File: src/hdl/ple_pkg.sv
`timescale 1ns / 1ps

package ple_pkg;

    // Operation codes carried in the opcode field.
    localparam logic [2:0] OP_INSERT = 3'd0;
    localparam logic [2:0] OP_REMOVE = 3'd1;
    localparam logic [2:0] OP_READ   = 3'd2;
    localparam logic [2:0] OP_MEMBER = 3'd3;
    localparam logic [2:0] OP_CLEAR  = 3'd4;

    // Result status codes.
    localparam logic [1:0] ST_OK      = 2'd0;
    localparam logic [1:0] ST_BAD_POS = 2'd1;
    localparam logic [1:0] ST_FULL    = 2'd2;

    // Width of the position field and of the reported count.
    localparam int POS_W = 5;

    // One operation as it arrives on the input channel.
    typedef struct packed {
        logic [2:0]         opcode;
        logic signed [31:0] value;
        logic [POS_W-1:0]   position;
    } t_in;

    // One result as it leaves on the output channel.
    typedef struct packed {
        logic [1:0]         status;
        logic signed [31:0] read_value;
        logic [POS_W-1:0]   item_count;
        logic               found;
        logic               sorted;
    } t_out;

    // Commands from the controller to the datapath.
    typedef struct packed {
        logic load;
        logic clear;
        logic set_bad;
        logic set_full;
        logic shift_start;
        logic shift_rd;
        logic shift_wr;
        logic put;
        logic cnt_inc;
        logic cnt_dec;
        logic rd_issue;
        logic rd_capture;
        logic scan_start;
        logic scan_rd;
        logic scan_cmp;
        logic out_load;
    } t_dp_cmd;

    // Status from the datapath back to the controller.
    typedef struct packed {
        logic [2:0] op;
        logic       pos_bad;
        logic       full;
        logic       shift_empty;
        logic       shift_last;
        logic       scan_end;
        logic       out_free;
    } t_dp_sts;

endpackage

File: src/hdl/positional_list_engine_core.sv
`timescale 1ns / 1ps
// Positional list engine: an ordered list of up to DEPTH signed 32-bit values.
// Input channel (i_in_valid, o_in_stall, i_in_data) carries one operation per
// transaction: insert, remove, read, member query or clear, with a 1-based
// position. Output channel (o_out_valid, i_out_stall, o_out_data) returns one
// result per operation: status, read value, count, found and sorted flags.
// One operation is processed at a time; o_in_stall is high while it runs.
// An insert or remove moves each shifted entry by reading it from the entry
// memory and then writing it back one place over, and every operation ends
// with the sorted and member scan, which reads each entry below the count once.
// The result sits in an output register, so the next transaction is accepted
// while a finished result waits; a stalled result holds its data, and the
// next operation waits before loading its own result.
// Synchronous active-low reset empties the list and drops any pending result;
// entry storage is not cleared, only entries below the count are read.
module positional_list_engine_core
    import ple_pkg::*;
#(
    parameter int DEPTH = 16
) (
    input  logic i_clk,
    input  logic i_rst_n,
    input  logic i_in_valid,
    output logic o_in_stall,
    input  t_in  i_in_data,
    output logic o_out_valid,
    input  logic i_out_stall,
    output t_out o_out_data
);

    t_dp_cmd w_cmd;
    t_dp_sts w_sts;

    // Sequencer.
    ple_ctrl u_ctrl (
        .i_clk      (i_clk),
        .i_rst_n    (i_rst_n),
        .i_in_valid (i_in_valid),
        .i_sts      (w_sts),
        .o_cmd      (w_cmd),
        .o_in_stall (o_in_stall)
    );

    // Entry storage, count and result registers.
    ple_dpath #(
        .DEPTH (DEPTH)
    ) u_dpath (
        .i_clk       (i_clk),
        .i_rst_n     (i_rst_n),
        .i_in_data   (i_in_data),
        .i_cmd       (w_cmd),
        .o_sts       (w_sts),
        .o_out_valid (o_out_valid),
        .i_out_stall (i_out_stall),
        .o_out_data  (o_out_data)
    );

endmodule

File: src/hdl/ple_ctrl.sv
`timescale 1ns / 1ps

module ple_ctrl
    import ple_pkg::*;
(
    input  logic    i_clk,
    input  logic    i_rst_n,
    input  logic    i_in_valid,
    input  t_dp_sts i_sts,
    output t_dp_cmd o_cmd,
    output logic    o_in_stall
);

    localparam logic [3:0] S_IDLE    = 4'd0;
    localparam logic [3:0] S_CHECK   = 4'd1;
    localparam logic [3:0] S_SH_RD   = 4'd2;
    localparam logic [3:0] S_SH_WR   = 4'd3;
    localparam logic [3:0] S_PUT     = 4'd4;
    localparam logic [3:0] S_RD_CAP  = 4'd5;
    localparam logic [3:0] S_SC_INIT = 4'd6;
    localparam logic [3:0] S_SC_RD   = 4'd7;
    localparam logic [3:0] S_SC_CMP  = 4'd8;
    localparam logic [3:0] S_DONE    = 4'd9;

    logic [3:0] r_state;
    logic [3:0] n_state;

    // State register.
    always_ff @(posedge i_clk) begin
        if (!i_rst_n) begin
            r_state <= S_IDLE;
        end else begin
            r_state <= n_state;
        end
    end

    // New transactions are taken only while no operation is in progress.
    assign o_in_stall = (r_state != S_IDLE);

    // Next state and datapath commands.
    always_comb begin
        n_state = r_state;
        o_cmd   = '0;
        case (r_state)
            S_IDLE: begin
                if (i_in_valid) begin
                    o_cmd.load = 1'b1;
                    n_state    = S_CHECK;
                end
            end
            S_CHECK: begin
                n_state = S_SC_INIT;
                case (i_sts.op)
                    OP_INSERT: begin
                        if (i_sts.pos_bad) begin
                            o_cmd.set_bad = 1'b1;
                        end else if (i_sts.full) begin
                            o_cmd.set_full = 1'b1;
                        end else if (i_sts.shift_empty) begin
                            n_state = S_PUT;
                        end else begin
                            o_cmd.shift_start = 1'b1;
                            n_state           = S_SH_RD;
                        end
                    end
                    OP_REMOVE: begin
                        if (i_sts.pos_bad) begin
                            o_cmd.set_bad = 1'b1;
                        end else if (i_sts.shift_empty) begin
                            o_cmd.cnt_dec = 1'b1;
                        end else begin
                            o_cmd.shift_start = 1'b1;
                            n_state           = S_SH_RD;
                        end
                    end
                    OP_READ: begin
                        if (i_sts.pos_bad) begin
                            o_cmd.set_bad = 1'b1;
                        end else begin
                            o_cmd.rd_issue = 1'b1;
                            n_state        = S_RD_CAP;
                        end
                    end
                    OP_CLEAR: begin
                        o_cmd.clear = 1'b1;
                    end
                    default: begin
                        n_state = S_SC_INIT;
                    end
                endcase
            end
            S_SH_RD: begin
                o_cmd.shift_rd = 1'b1;
                n_state        = S_SH_WR;
            end
            S_SH_WR: begin
                o_cmd.shift_wr = 1'b1;
                if (!i_sts.shift_last) begin
                    n_state = S_SH_RD;
                end else if (i_sts.op == OP_INSERT) begin
                    n_state = S_PUT;
                end else begin
                    o_cmd.cnt_dec = 1'b1;
                    n_state       = S_SC_INIT;
                end
            end
            S_PUT: begin
                o_cmd.put     = 1'b1;
                o_cmd.cnt_inc = 1'b1;
                n_state       = S_SC_INIT;
            end
            S_RD_CAP: begin
                o_cmd.rd_capture = 1'b1;
                n_state          = S_SC_INIT;
            end
            S_SC_INIT: begin
                o_cmd.scan_start = 1'b1;
                n_state          = S_SC_RD;
            end
            S_SC_RD: begin
                if (i_sts.scan_end) begin
                    n_state = S_DONE;
                end else begin
                    o_cmd.scan_rd = 1'b1;
                    n_state       = S_SC_CMP;
                end
            end
            S_SC_CMP: begin
                o_cmd.scan_cmp = 1'b1;
                n_state        = S_SC_RD;
            end
            S_DONE: begin
                if (i_sts.out_free) begin
                    o_cmd.out_load = 1'b1;
                    n_state        = S_IDLE;
                end
            end
            default: begin
                n_state = S_IDLE;
            end
        endcase
    end

endmodule

File: src/hdl/ple_dpath.sv
`timescale 1ns / 1ps

module ple_dpath
    import ple_pkg::*;
#(
    parameter int DEPTH = 16
) (
    input  logic    i_clk,
    input  logic    i_rst_n,
    input  t_in     i_in_data,
    input  t_dp_cmd i_cmd,
    output t_dp_sts o_sts,
    output logic    o_out_valid,
    input  logic    i_out_stall,
    output t_out    o_out_data
);

    localparam int IW = (DEPTH > 1) ? $clog2(DEPTH) : 1;
    localparam int CW = $clog2(DEPTH + 1);
    localparam int XW = ((CW > POS_W) ? CW : POS_W) + 1;

    // Entry storage, one write and one registered read per cycle.
    logic [31:0]        r_mem [DEPTH];
    logic [31:0]        r_rd_data;

    // Current operation and list state.
    logic [2:0]         r_op;
    logic signed [31:0] r_val;
    logic [POS_W-1:0]   r_pos;
    logic [CW-1:0]      r_count;
    logic [CW-1:0]      r_idx;
    logic [31:0]        r_prev;
    logic [1:0]         r_status;
    logic [31:0]        r_read_value;
    logic               r_found;
    logic               r_sorted;
    logic               r_out_vld;
    t_out               r_out;

    logic [XW-1:0]      w_cnt_x;
    logic [XW-1:0]      w_pos_x;
    logic [XW-1:0]      w_idx_x;
    logic [XW-1:0]      w_pos_m1;
    logic [CW-1:0]      w_idx_m1;
    logic               w_is_ins;
    logic               w_rd_en;
    logic [IW-1:0]      w_rd_addr;
    logic               w_wr_en;
    logic [IW-1:0]      w_wr_addr;
    logic [31:0]        w_wr_data;

    assign w_cnt_x  = XW'(r_count);
    assign w_pos_x  = XW'(r_pos);
    assign w_idx_x  = XW'(r_idx);
    assign w_pos_m1 = w_pos_x - XW'(1);
    assign w_idx_m1 = r_idx - CW'(1);
    assign w_is_ins = (r_op == OP_INSERT);

    // Position checks and loop bounds for the controller.
    always_comb begin
        o_sts.op = r_op;
        case (r_op)
            OP_INSERT: o_sts.pos_bad = (r_pos == '0) || (w_pos_x > (w_cnt_x + XW'(1)));
            OP_REMOVE: o_sts.pos_bad = (r_pos == '0) || (w_pos_x > w_cnt_x);
            OP_READ:   o_sts.pos_bad = (r_pos == '0) || (w_pos_x > w_cnt_x);
            default:   o_sts.pos_bad = 1'b0;
        endcase
        o_sts.full        = (w_cnt_x >= XW'(DEPTH));
        o_sts.shift_empty = w_is_ins ? (w_cnt_x < w_pos_x) : (w_pos_x >= w_cnt_x);
        o_sts.shift_last  = w_is_ins ? (w_idx_x <= w_pos_x)
                                     : ((w_idx_x + XW'(1)) >= w_cnt_x);
        o_sts.scan_end    = (w_idx_x >= w_cnt_x);
        o_sts.out_free    = !r_out_vld || !i_out_stall;
    end

    // Memory read address: shift source, read position or scan pointer.
    always_comb begin
        w_rd_en   = 1'b0;
        w_rd_addr = '0;
        if (i_cmd.shift_rd) begin
            w_rd_en   = 1'b1;
            w_rd_addr = w_is_ins ? w_idx_m1[IW-1:0] : r_idx[IW-1:0];
        end else if (i_cmd.rd_issue) begin
            w_rd_en   = 1'b1;
            w_rd_addr = w_pos_m1[IW-1:0];
        end else if (i_cmd.scan_rd) begin
            w_rd_en   = 1'b1;
            w_rd_addr = r_idx[IW-1:0];
        end
    end

    // Memory write: a shifted entry, or the new value at its position.
    always_comb begin
        w_wr_en   = 1'b0;
        w_wr_addr = '0;
        w_wr_data = r_rd_data;
        if (i_cmd.shift_wr) begin
            w_wr_en   = 1'b1;
            w_wr_addr = w_is_ins ? r_idx[IW-1:0] : w_idx_m1[IW-1:0];
        end else if (i_cmd.put) begin
            w_wr_en   = 1'b1;
            w_wr_addr = w_pos_m1[IW-1:0];
            w_wr_data = r_val;
        end
    end

    // Entry storage.
    always_ff @(posedge i_clk) begin
        if (w_wr_en) begin
            r_mem[w_wr_addr] <= w_wr_data;
        end
        if (w_rd_en) begin
            r_rd_data <= r_mem[w_rd_addr];
        end
    end

    // Stored count.
    always_ff @(posedge i_clk) begin
        if (!i_rst_n) begin
            r_count <= '0;
        end else if (i_cmd.clear) begin
            r_count <= '0;
        end else if (i_cmd.cnt_inc) begin
            r_count <= r_count + CW'(1);
        end else if (i_cmd.cnt_dec) begin
            r_count <= r_count - CW'(1);
        end
    end

    // Operation capture, loop pointer and result accumulation.
    always_ff @(posedge i_clk) begin
        if (i_cmd.load) begin
            r_op         <= i_in_data.opcode;
            r_val        <= i_in_data.value;
            r_pos        <= i_in_data.position;
            r_status     <= ST_OK;
            r_read_value <= '0;
        end
        if (i_cmd.set_bad) begin
            r_status <= ST_BAD_POS;
        end
        if (i_cmd.set_full) begin
            r_status <= ST_FULL;
        end
        if (i_cmd.rd_capture) begin
            r_read_value <= r_rd_data;
        end
        if (i_cmd.shift_start) begin
            r_idx <= w_is_ins ? r_count : w_pos_x[CW-1:0];
        end else if (i_cmd.shift_wr) begin
            r_idx <= w_is_ins ? w_idx_m1 : (r_idx + CW'(1));
        end else if (i_cmd.scan_start) begin
            r_idx <= '0;
        end else if (i_cmd.scan_cmp) begin
            r_idx <= r_idx + CW'(1);
        end
        if (i_cmd.scan_start) begin
            r_found  <= 1'b0;
            r_sorted <= 1'b1;
        end else if (i_cmd.scan_cmp) begin
            r_prev <= r_rd_data;
            if ((r_op == OP_MEMBER) && (r_rd_data == r_val)) begin
                r_found <= 1'b1;
            end
            if ((r_idx != '0) && ($signed(r_prev) > $signed(r_rd_data))) begin
                r_sorted <= 1'b0;
            end
        end
    end

    // Output register: holds a result until the receiver takes it.
    always_ff @(posedge i_clk) begin
        if (!i_rst_n) begin
            r_out_vld <= 1'b0;
        end else if (i_cmd.out_load) begin
            r_out_vld <= 1'b1;
        end else if (!i_out_stall) begin
            r_out_vld <= 1'b0;
        end
    end

    always_ff @(posedge i_clk) begin
        if (i_cmd.out_load) begin
            r_out.status     <= r_status;
            r_out.read_value <= r_read_value;
            r_out.item_count <= w_cnt_x[POS_W-1:0];
            r_out.found      <= r_found;
            r_out.sorted     <= r_sorted;
        end
    end

    assign o_out_valid = r_out_vld;
    assign o_out_data  = r_out;

endmodule

File: config.mk
export PLATFORM = sky130hd
export DESIGN_NAME = positional_list_engine_core
export DESIGN_NICKNAME = d
export VERILOG_FILES = /design/src/hdl/ple_pkg.sv /design/src/hdl/positional_list_engine_core.sv /design/src/hdl/ple_ctrl.sv /design/src/hdl/ple_dpath.sv
export SDC_FILE = /design/constraint.sdc
export NUM_CORES = 1
export LEC_CHECK = 0
export BUFFER_PORTS_ARGS = -buffer_cell sky130_fd_sc_hd__buf_4
export CAP_MARGIN = 20
export CORE_MARGIN = 2
export CORE_UTILIZATION = 62
export DETAILED_ROUTE_END_ITERATION = 16
export MAX_ROUTING_LAYER = met4
export PLACE_DENSITY = 0.78
export RECOVER_POWER = 100
export SYNTH_ARGS = -nofsm -noshare
export SYNTH_HDL_FRONTEND = slang
export SYNTH_SLANG_ARGS = --single-unit
File: constraint.sdc
create_clock -name i_clk -period 4.4 [get_ports i_clk]
set_input_delay 1.32 -clock i_clk [delete_from_list [all_inputs] [get_ports i_clk]]
set_output_delay 1.32 -clock i_clk [all_outputs]
set_load 0.02 [all_outputs]
-- Yosys cells after proc, flatten, opt, wreduce, memory -nomap -nowiden
Memory sizes are Yosys's and may differ from the RTL's. A register that Yosys moved wholly into a read port is not among the register bits.
Cells that the tools add are included.
- bits in registers: 164
- memories kept: 1
- logic and storage cells: 156
- RAM bits: 512
- memories (name ; words ; width ; read ports ; clocked after memory_dff ; write ports ; line ; text):
    u_dpath.r_mem ; 16 ; 32 ; 1 ; 1 ; 1 ; ple_dpath.sv:23 ; logic [31:0] r_mem [DEPTH];
- $add $sub $neg: 7
- muxes and demuxes: 78
- eq/ne operators: 17
- reductions and logical operators: 25
- bitwise logic cells: 2
- $lt $le $gt $ge: 9
- operators with widths (operator ; number):
    $mux 32 ; 4
    $mux 4 ; 11
    $mux 5 ; 8
    $mux 1 ; 39
    $eq 32x32->1 ; 1
    $gt 32x32->1 ; 1
    $pmux 4 s8 ; 1
    $eq 4x3->1 const B ; 4
    $mux 3 ; 5
    $add 5x1->6 const B ; 2
    $mux 2 ; 6
    $pmux 4 s3 ; 1
    $add 5x1->5 const B ; 2
    $ge 5x5->1 ; 2
    $sub 5x1->5 const B ; 2
    $eq 4x2->1 const B ; 2
    $eq 4x4->1 const B ; 2
    $reduce_and 2->1 ; 4
    $reduce_bool 4->1 ; 2
    $reduce_or 2->1 ; 4
    $eq 3x2->1 const B ; 2
    $ge 6x5->1 ; 1
    $gt 5x6->1 ; 1
    $pmux 1 s2 ; 3
    other kinds (20) ; 28

-- Logic depth before layout (Yosys ltp)
Gate-level depths: netlist (run 1).
- depth after elaboration: 9
- depth in mapped cells: 14

-- By module
From an unflattened synthesis (run 1), not the netlist that was laid out.
- cells, all modules: 2194
- area total of the unflattened synthesis: 29703.5 sq um
- modules (own cells, without submodules) (module ; instances ; area each (sq um) ; sequential area each (sq um) ; cells an instance):
    ple_dpath ; 1 ; 29205.5 ; 21040.2 ; 2122
    ple_ctrl ; 1 ; 498.0 ; 80.1 ; 72

-- Least setup slack after synthesis (run 1)
No wires, ideal clock.
- path type: register to register
- from: reg u_dpath.r_count[0]
- to: reg u_dpath.r_rd_data[0], read port of u_dpath.r_mem, data pin
- buffers on the path: 3
- period minus slack after synthesis: 3.703 ns
- setup slack: 0.697 ns
- stages on the path, launching flop included: 15
- arrival time: 3.431 ns
- cell sequence: dfxtp_1 > ha_1 > nand3_1 > xnor2_1 > ha_1 > and3_1 > a221oi_2 > o2111ai_2 > o311a_1 > buf_6 > buf_6 > buf_6 > mux2i_1 > o22ai_1 > or4_1
- longest elaborated chain between the ends: 9
- elaborated cells on any way between the ends: 18
- those cells by class: add/sub (1); order compare (3); mux (12); reduce/logical (2)
- RTL lines (element ; line ; text):
    from (decl) ; ple_dpath.sv:30 ; logic [CW-1:0] r_count;
    from (signal assigned) ; ple_dpath.sv:124 ; r_count <= r_count + CW'(1);
    from (signal assigned) ; ple_dpath.sv:126 ; r_count <= r_count - CW'(1);
    $add 5x1->6 ; ple_dpath.sv:63 ; OP_INSERT: o_sts.pos_bad = (r_pos == '0) || (w_pos_x > (w_cnt_x + XW'(1)));
    $gt 5x6->1 ; ple_dpath.sv:63 ;
    $logic_or 1x1->1 ; ple_dpath.sv:63 ;
    $pmux 1 s2 ; ple_dpath.sv:62 ; case (r_op)
    $mux 1 ; ple_ctrl.sv:77 ; if (i_sts.pos_bad) begin
    $mux 1 ; ple_ctrl.sv:53 ; case (i_sts.op)
    $mux 1 ; ple_ctrl.sv:44 ; case (r_state)
    $mux 4 or $mux 1 (tied branches) ; ple_dpath.sv:83 ; end else if (i_cmd.rd_issue) begin
    $mux 4 or $mux 1 (tied branches) ; ple_dpath.sv:80 ; if (i_cmd.shift_rd) begin
    to (decl) ; ple_dpath.sv:24 ; logic [31:0] r_rd_data;
Several ways; a longest one is shown, not always the timed one.
A chain may end at the register's enable or synchronous reset.

-- Final worst setup path (run 1)
- from: reg u_dpath.r_op[2]
- to: mem u_dpath.r_mem[3][21] (enable)
- longest elaborated chain between the ends: 3
- RTL lines (element ; line ; text):
    from (decl) ; ple_dpath.sv:27 ; logic [2:0] r_op;
    from (signal assigned) ; ple_dpath.sv:133 ; r_op <= i_in_data.opcode;
    $logic_not 3->1 ; ple_dpath.sv:57 ; assign w_is_ins = (r_op == OP_INSERT);
    $mux 4 ; ple_dpath.sv:99 ; w_wr_addr = w_is_ins ? r_idx[IW-1:0] : w_idx_m1[IW-1:0];
    $mux 4 ; ple_dpath.sv:97 ; if (i_cmd.shift_wr) begin
    to (decl) ; ple_dpath.sv:23 ;
No other way between the ends.

==> run_results.csv, run 1 <==
group,metric,value,unit
run_status,outcome,"finished with violations",
run_status,failed_checks,"max-capacitance violations, max-slew violations",
clocking,cts.clk_slew.worst_paths,0.06,ns
place,dpl_cell_area,0.0308,mm2
die,core-area,0.0463,mm2
yosys,synth_area_leader_cell,"edfxtp_1",
worst_hold_path,min_path_type,"flip-flop to flip-flop",
clocking,cts-hold-fix-buffers,0,
drt,topRoutingLayerUsed,"met4",
drt,ant_nets,0,
die,fp.dieW,220,um
worst_hold_path,holdPathStages,0,
critical_path,crit_top_cell,"nor2_1",
critical_path,start_kind,"flip-flop",
yosys,yosys-top-cells-count,"694 x edfxtp_1, 258 x mux2i_1, 136 x o22ai_1, 79 x nor2_1, 72 x nand2_1",
die,die_h,220,um
timing,fmax,237,MHz
timing,post-route-min-period,4.23,ns
place,port_buffers,86,
yosys,yosys_warnings,0,
pwr,finalPower,21.5,mW
timing,worst_pin_slew,2.07,ns
yosys,synth_area,0.0289,mm2
drt,first_pass_iters,5,
critical_path,cpMaxStageDelayCell,"nor2_1",
timing,final_max_slew_viol_count,251,
pwr,max-vdd-ir-drop,0.434,mV
global_route,grt_antenna_before_repair,1,
clocking,numCtsBuffers,70,
drt,wl_per_cell,27.3,um
drt,drt-total-wl,71200,um
timing,rsz0062_at_grt,"no",
timing,setup_ws,0.172,ns
drt,initialDrtViolationCount,2231,
yosys,ys_ff_latch,708,
drt,drcViolationCount,0,
critical_path,cp.required,4.69,ns
cells_and_area,drive_gt1_share,10.5,%
critical_path,rr_worst_depth,9,
die,num_rows,79,
clocking,cts_tree,"done",
place,gp_congestion,0.883,
critical_path,path_max_fanout,22,
critical_path,worstPathCellList,"or3_1, clkbuf_2, inv_1, nor2_1, xnor2_1, o22a_1, nand2_1, nor2_1, buf_12",
drt,vias_per_cell,6.44,
timing,finalHoldViolCount,0,
cells_and_area,areaGrowthSynthToFinish,13.1,%
drt,routed-wl-met3,6710,um
cells_and_area,regArea,0.0211,mm2
clocking,cts-root-buf,"clkbuf_16",
cells_and_area,nets,2057,
yosys,yosys-top-cells-area,"edfxtp_1 72%, mux2i_1 8.9%, ha_1 3.0%",
clocking,cts_max_level,3,
yosys,synth_edf_count,694,
run,cap_viol_max_count,13,
timing,slew_headroom,-37.8,%
critical_path,arrival,4.52,ns
yosys,syn_inst,1766,
global_route,grt_max_degree,66,
timing,final.setup.tns,0,ns
yosys,synth_seq_area_share,73.2,%
die,pin_count,87,
drt,wl_met1,26900,um
yosys,synth_top_area_share,72.2,%
pwr,cellPowerDensity,657,mW/mm2
die,dieArea,0.0483,mm2
clocking,clock_path_buffers,3,
yosys,syn_area_per_cell,16.3,um2
global_route,grt_overflow,0,
yosys,yosysMostFrequentCell,"edfxtp_1",
yosys,synth_nets,1881,
cells_and_area,fillCellCount,2948,
timing,finalSetupViolCount,0,
clocking,clock_sink_count,708,
yosys,yosys.cell_types.count,62,
place,place_hpwl,42200,um
timing,finalCritPeriodShare,96.1,%
critical_path,crit_cells,9,
global_route,first_global_vias,16700,
critical_path,crit_family,"simple AND/OR/NAND/NOR gates",
critical_path,critPathBufInv,3,
global_route,grt_usage,31.0,%
cells_and_area,postLayoutCellArea,0.0326,mm2
clocking,insertion_delay,0.61,ns
yosys,synthArstFlopShare,0,%
timing,skew,0.0185,ns
pwr,p_leak,12.6,nW
critical_path,crit_type,"flip-flop to flip-flop",
cells_and_area,multi_input_area,0.00710,mm2
drt,vias,16800,
place,place_ws,0.225,ns
yosys,synth_ff_type,"edfxtp_1",
global_route,grt_pass1_wl,104000,um
critical_path,end_kind,"flip-flop",
die,initial_core_util,62.4,%
critical_path,cpPeakStageDelay,1.37,ns
drt,dr_wl_met2,34500,um
[repair_timing]
item                       in CTS  in global routing
gates resized for setup         0                  2
setup buffers                   0                  0
setup endpoints to repair       0                  7
[layout by cell type (no fill, tap or decap), types with 39 or more instances in the layout]
| cell | count |
|---|---|
| ha_1 | 70 |
| nor2_1 | 74 |
| mux2i_1 | 258 |
| nand2_1 | 72 |
| inv_1 | 57 |
| o21ai_0 | 48 |
| xnor2_1 | 39 |
| clkbuf_1 | 103 |
| edfxtp_1 | 694 |
| clkbuf_16 | 73 |
| o22ai_1 | 136 |
| clkbuf_4 | 40 |
[worst register-to-register path, stage by stage (launching register included)]
cell	delay [ns]
edfxtp_1	0.55
or3_1	0.43
clkbuf_2	0.28
inv_1	0.30
nor2_1	0.10
xnor2_1	0.22
o22a_1	0.18
nand2_1	0.14
nor2_1	1.37
buf_12	0.31
[layout make-up]
type | instances | area share [%]
tap | 607 | 2.33
sequential | 708 | 64.7
clock inverter | 42 | 1.54
inverter | 58 | 0.667
antenna | 1 | 0.00767
timing repair buffer | 180 | 3.25
multi-input combinational | 924 | 21.8
clock buffer | 83 | 5.74
[routing by layer]
layer | GRT usage (%) | up-vias
li1 | - | 7284
met1 | 39.5 | 8355
met2 | 49.2 | 931
met3 | 5.19 | 205
met4 | 14.1 | 0
met5 | - | -
[per-stage QoR]
| stage | hold WS, ns | std cells | util, % |
|---|---|---|---|
| after global routing | 0.421 | 2603 | 70.6 |
| after floorplan | 0.400 | 1766 | - |
| after global placement | 0.401 | 2474 | 66.7 |
| after CTS | 0.410 | 2601 | 71.8 |
| after detailed placement | 0.405 | 2476 | 66.7 |
| final | 0.413 | 2603 | 70.6 |
[final timing paths]
kind,slack (ns),end,start
max,0.17,u_dpath.r_mem[3][21]$_DFFE_PP_,u_dpath.r_op[2]$_DFFE_PP_
min,0.41,u_dpath.o_out_data[8]$_DFFE_PP_,u_dpath.r_read_value[1]$_SDFFCE_PN0P_
max reg2reg,0.17,u_dpath.r_mem[3][21]$_DFFE_PP_,u_dpath.r_op[2]$_DFFE_PP_
min reg2reg,0.41,u_dpath.o_out_data[8]$_DFFE_PP_,u_dpath.r_read_value[1]$_SDFFCE_PN0P_
[flip-flops by register name, indices dropped and copies added, names as in the netlist]
signal                count
u_dpath.r_idx             5
u_dpath.o_out_data       41
u_dpath.r_val            32
u_dpath.r_count           5
u_dpath.r_mem           512
u_dpath.r_sorted          1
u_dpath.r_prev           32
u_dpath.r_read_value     32
u_ctrl.r_state            4
u_dpath.r_op              3
u_dpath.r_status          2
u_dpath.o_out_valid       1
u_dpath.r_rd_data        32
u_dpath.r_pos             5
u_dpath.r_found           1
[logic make-up (layout without fill, tap and decap cells)]
| logic type | count (synthesis) | count (layout) | share of synthesized area, % |
|---|---|---|---|
| DFF | 708 | 708 | 73.2 |
| AOI/OAI and AO/OA | 282 | 282 | 6.29 |
| and+or+nand+nor | 265 | 265 | 4.64 |
| muxes | 258 | 258 | 8.95 |
| buffers and inverters | 134 | 363 | 2.40 |
| adders and majority gates | 71 | 71 | 3.10 |
| xor gates and xnor gates | 48 | 48 | 1.46 |
| other | 0 | 1 | 0 |
[power breakdown]
group / leakage [nW] / total, mW / internal (mW) / switching, mW
sequential: 6.42 / 9.81 / 9.33 / 0.485
combinational: 4.99 / 5.46 / 1.77 / 3.69
clock: 1.16 / 6.18 / 3.70 / 2.48
total: 12.6 / 21.5 / 14.8 / 6.66
No activity file was read; power rests on OpenSTA's default activity.
==> inputs of run 2 (changes only) <==
- ABC_AREA: not set -> 1
- CORE_UTILIZATION: 62 -> 65
- CTS_BUF_LIST: not set -> sky130_fd_sc_hd__clkbuf_2 sky130_fd_sc_hd__clkbuf_4 sky130_fd_sc_hd__clkbuf_8
- PLACE_DENSITY: 0.78 -> 0.82
- SKIP_LAST_GASP: not set -> 1
==> run 2 against run 1 <==
Net effect:
- the run still ends with max-capacitance violations, max-slew violations left
- hold slack hardly changed
- die area grew 4.1%
- critical path depth fell by 1
- maximum frequency is 2.7% higher
- via count increased by 34%
- worst setup slack better by 0.11 ns
- register-to-register slack gained 0.11 ns
- count of clock-buffer cells in the layout rose by 56
- sequential power down 0.7%
- sequential cell count is the same
- clock skew is 0.012 ns higher
- critical path type unchanged
==> run_results.csv, run 2 <==
group,metric,value,unit
die,num_rows,80,
pwr,switchingPower,8.15,mW
place,port_buffers,86,
pwr,p_leak,14.1,nW
clocking,clock_sink_count,708,
global_route,grt_usage,33.7,%
cells_and_area,areaGrowthSynthToFinish,10.6,%
worst_hold_path,min_path_type,"flip-flop to flip-flop",
place,placed_cells,3503,
clocking,numCtsBuffers,107,
yosys,synth_area_leader_cell,"edfxtp_1",
yosys,synthArstFlopShare,0,%
cells_and_area,postLayoutCellArea,0.0349,mm2
timing,fmax,243,MHz
critical_path,worstPathCellList,"nor2_1, nand2_1, inv_1, nand2_1, a31oi_1, nand2_1, nor2_1, buf_12",
die,die_h,224,um
place,dpl_cell_area,0.0331,mm2
cells_and_area,layout_commonest_cell,"edfxtp_1",
pwr,switching_share,36.6,%
cells_and_area,fillCellCount,3133,
yosys,synth_top_area_share,66.1,%
global_route,grt_overflow,0,
die,core-area,0.0478,mm2
yosys,yosys.cell_types.count,44,
timing,worst_pin_slew,2.64,ns
global_route,first_global_vias,21900,
global_route,grt_antenna_before_repair,3,
critical_path,cpPeakStageDelay,1.47,ns
pwr,power.share.combinational,31.8,%
critical_path,critPathBufInv,2,
drt,vias_per_cell,6.08,
clocking,cts-hold-fix-buffers,0,
critical_path,crit_top_cell,"nand2_1",
timing,rsz0062_at_grt,"no",
run_status,failed_checks,"max-capacitance violations, max-slew violations",
pwr,p_clk_share,24.4,%
clocking,clock_path_buffers,3,
timing,finalCritPeriodShare,93.5,%
die,dieArea,0.0503,mm2
global_route,grt_pass1_wl,124000,um
pwr,max-vdd-ir-drop,0.445,mV
cells_and_area,layout_common_cells,"694 x edfxtp_1, 610 x nand2_1, 600 x nand3_1",
timing,slew_headroom,-75.7,%
cells_and_area,drive_gt1_share,9.94,%
timing,skew,0.0306,ns
cells_and_area,fin_util,72.9,%
pwr,cellPowerDensity,638,mW/mm2
run,cap_viol_max_count,9,
critical_path,end_kind,"flip-flop",
die,initial_core_util,65.9,%
yosys,yosys-top-cells-area,"edfxtp_1 66%, nand3_1 9.5%, nand2_1 7.3%",
clocking,cts_resized,0,
drt,initialDrtViolationCount,3222,
die,pin_count,87,
critical_path,path_max_fanout,20,
drt,wl_per_cell,22.1,um
yosys,yosys-top-cells-count,"694 x edfxtp_1, 612 x nand2_1, 599 x nand3_1, 383 x inv_1, 89 x nor2_1",
timing,final.setup.tns,0,ns
clocking,insertion_delay,0.74,ns
clocking,cts_tree,"done",
global_route,grt_max_degree,204,
timing,finalHoldViolCount,0,
timing,finalSetupViolCount,0,
pwr,finalPower,22.3,mW
drt,ant_nets,0,
cells_and_area,nets,3117,
cells_and_area,regMostFlops,"u_dpath.r_mem",
timing,post-route-min-period,4.11,ns
critical_path,cpMaxStageDelayCell,"nor2_1",
drt,drt-total-wl,81800,um
timing,final_max_slew_viol_count,265,
yosys,syn_area_per_cell,11.0,um2
run_status,outcome,"finished with violations",
clocking,post_cts_buffers,0,
yosys,synth_nets,2981,
yosys,syn_inst,2866,
drt,vias,22500,
yosys,synth_area,0.0315,mm2
pwr,p_int,14.1,mW
timing,setup_ws,0.285,ns
yosys,yosysMostFrequentCell,"edfxtp_1",
cells_and_area,fin_cells,3695,
critical_path,cp.required,4.80,ns
yosys,synth_ff_type,"edfxtp_1",
clocking,cts.clk_slew.worst_paths,0.06,ns
critical_path,crit_type,"flip-flop to flip-flop",
clocking,cts-root-buf,"clkbuf_8",
place,gp_congestion,0.946,
cells_and_area,largest_reg_flops,512,
critical_path,start_kind,"flip-flop",
yosys,ys_ff_latch,708,
yosys,synth_seq_area_share,67.0,%
drt,first_pass_iters,8,
place,place_hpwl,45900,um
critical_path,arrival,4.51,ns
place,place_ws,0.606,ns
drt,drcViolationCount,0,
yosys,yosys_warnings,0,
clocking,cts_max_level,3,
die,fp.dieW,224,um
pwr,seq_power_share,43.8,%
yosys,synth_edf_count,694,
timing,hold_slack,0.413,ns
critical_path,crit_family,"simple AND/OR/NAND/NOR gates",
[run 2: power by group through the flow]
stage | clock, mW | sequential, mW | combinational [mW]
after floorplan | 0 | 9.62 | 4.73
after global placement | 0 | 9.77 | 6.68
after detailed placement | 0 | 9.80 | 6.97
after CTS | 5.47 | 9.68 | 7.05
after global routing | 5.72 | 9.78 | 7.72
final | 5.43 | 9.74 | 7.07
[run 2: cell families after synthesis]
family	after synthesis	share of synthesized area, %
compound gates	127	2.25
xor+xnor	44	1.22
fa+ha+maj	71	2.84
buf+inv	541	7.16
flops	708	67.0
simple gates	1375	19.6
[run 2: final timing paths]
check	from	endpoint	slack, ns	cells past startpoint
max	u_dpath.r_op[0]$_DFFE_PP_	u_dpath.r_mem[3][17]$_DFFE_PP_	0.29	8
min reg2reg	u_dpath.r_read_value[30]$_SDFFCE_PN0P_	u_dpath.o_out_data[37]$_DFFE_PP_	0.41	0
max reg2reg	u_dpath.r_op[0]$_DFFE_PP_	u_dpath.r_mem[3][17]$_DFFE_PP_	0.29	8
min	u_dpath.r_read_value[30]$_SDFFCE_PN0P_	u_dpath.o_out_data[37]$_DFFE_PP_	0.41	0
[run 2: layer usage]
layer | GRT usage, % | up-vias | share of wire, %
met5 | - | - | 0
met4 | 14.3 | 0 | 3.3
met3 | 6.81 | 238 | 13
met2 | 51.8 | 1535 | 47
met1 | 44.5 | 10600 | 37
li1 | - | 10000 | -
[run 2: worst register-to-register path, stage by stage (launching register included)]
cell,delay (ns)
edfxtp_1,0.46
nor2_1,0.15
nand2_1,0.34
inv_1,0.42
nand2_1,0.10
a31oi_1,0.29
nand2_1,0.22
nor2_1,1.47
buf_12,0.33
[run 2: layout make-up]
type	count	area, um2	area share, %
sequential	708	21100	60.5
multi-input combinational	1617	8290	23.8
clock buffer	139	1730	4.96
inverter	395	1480	4.25
timing repair buffer	173	1110	3.19
tap	615	769	2.21
clock inverter	47	373	1.07
antenna	1	2.50	0.00717
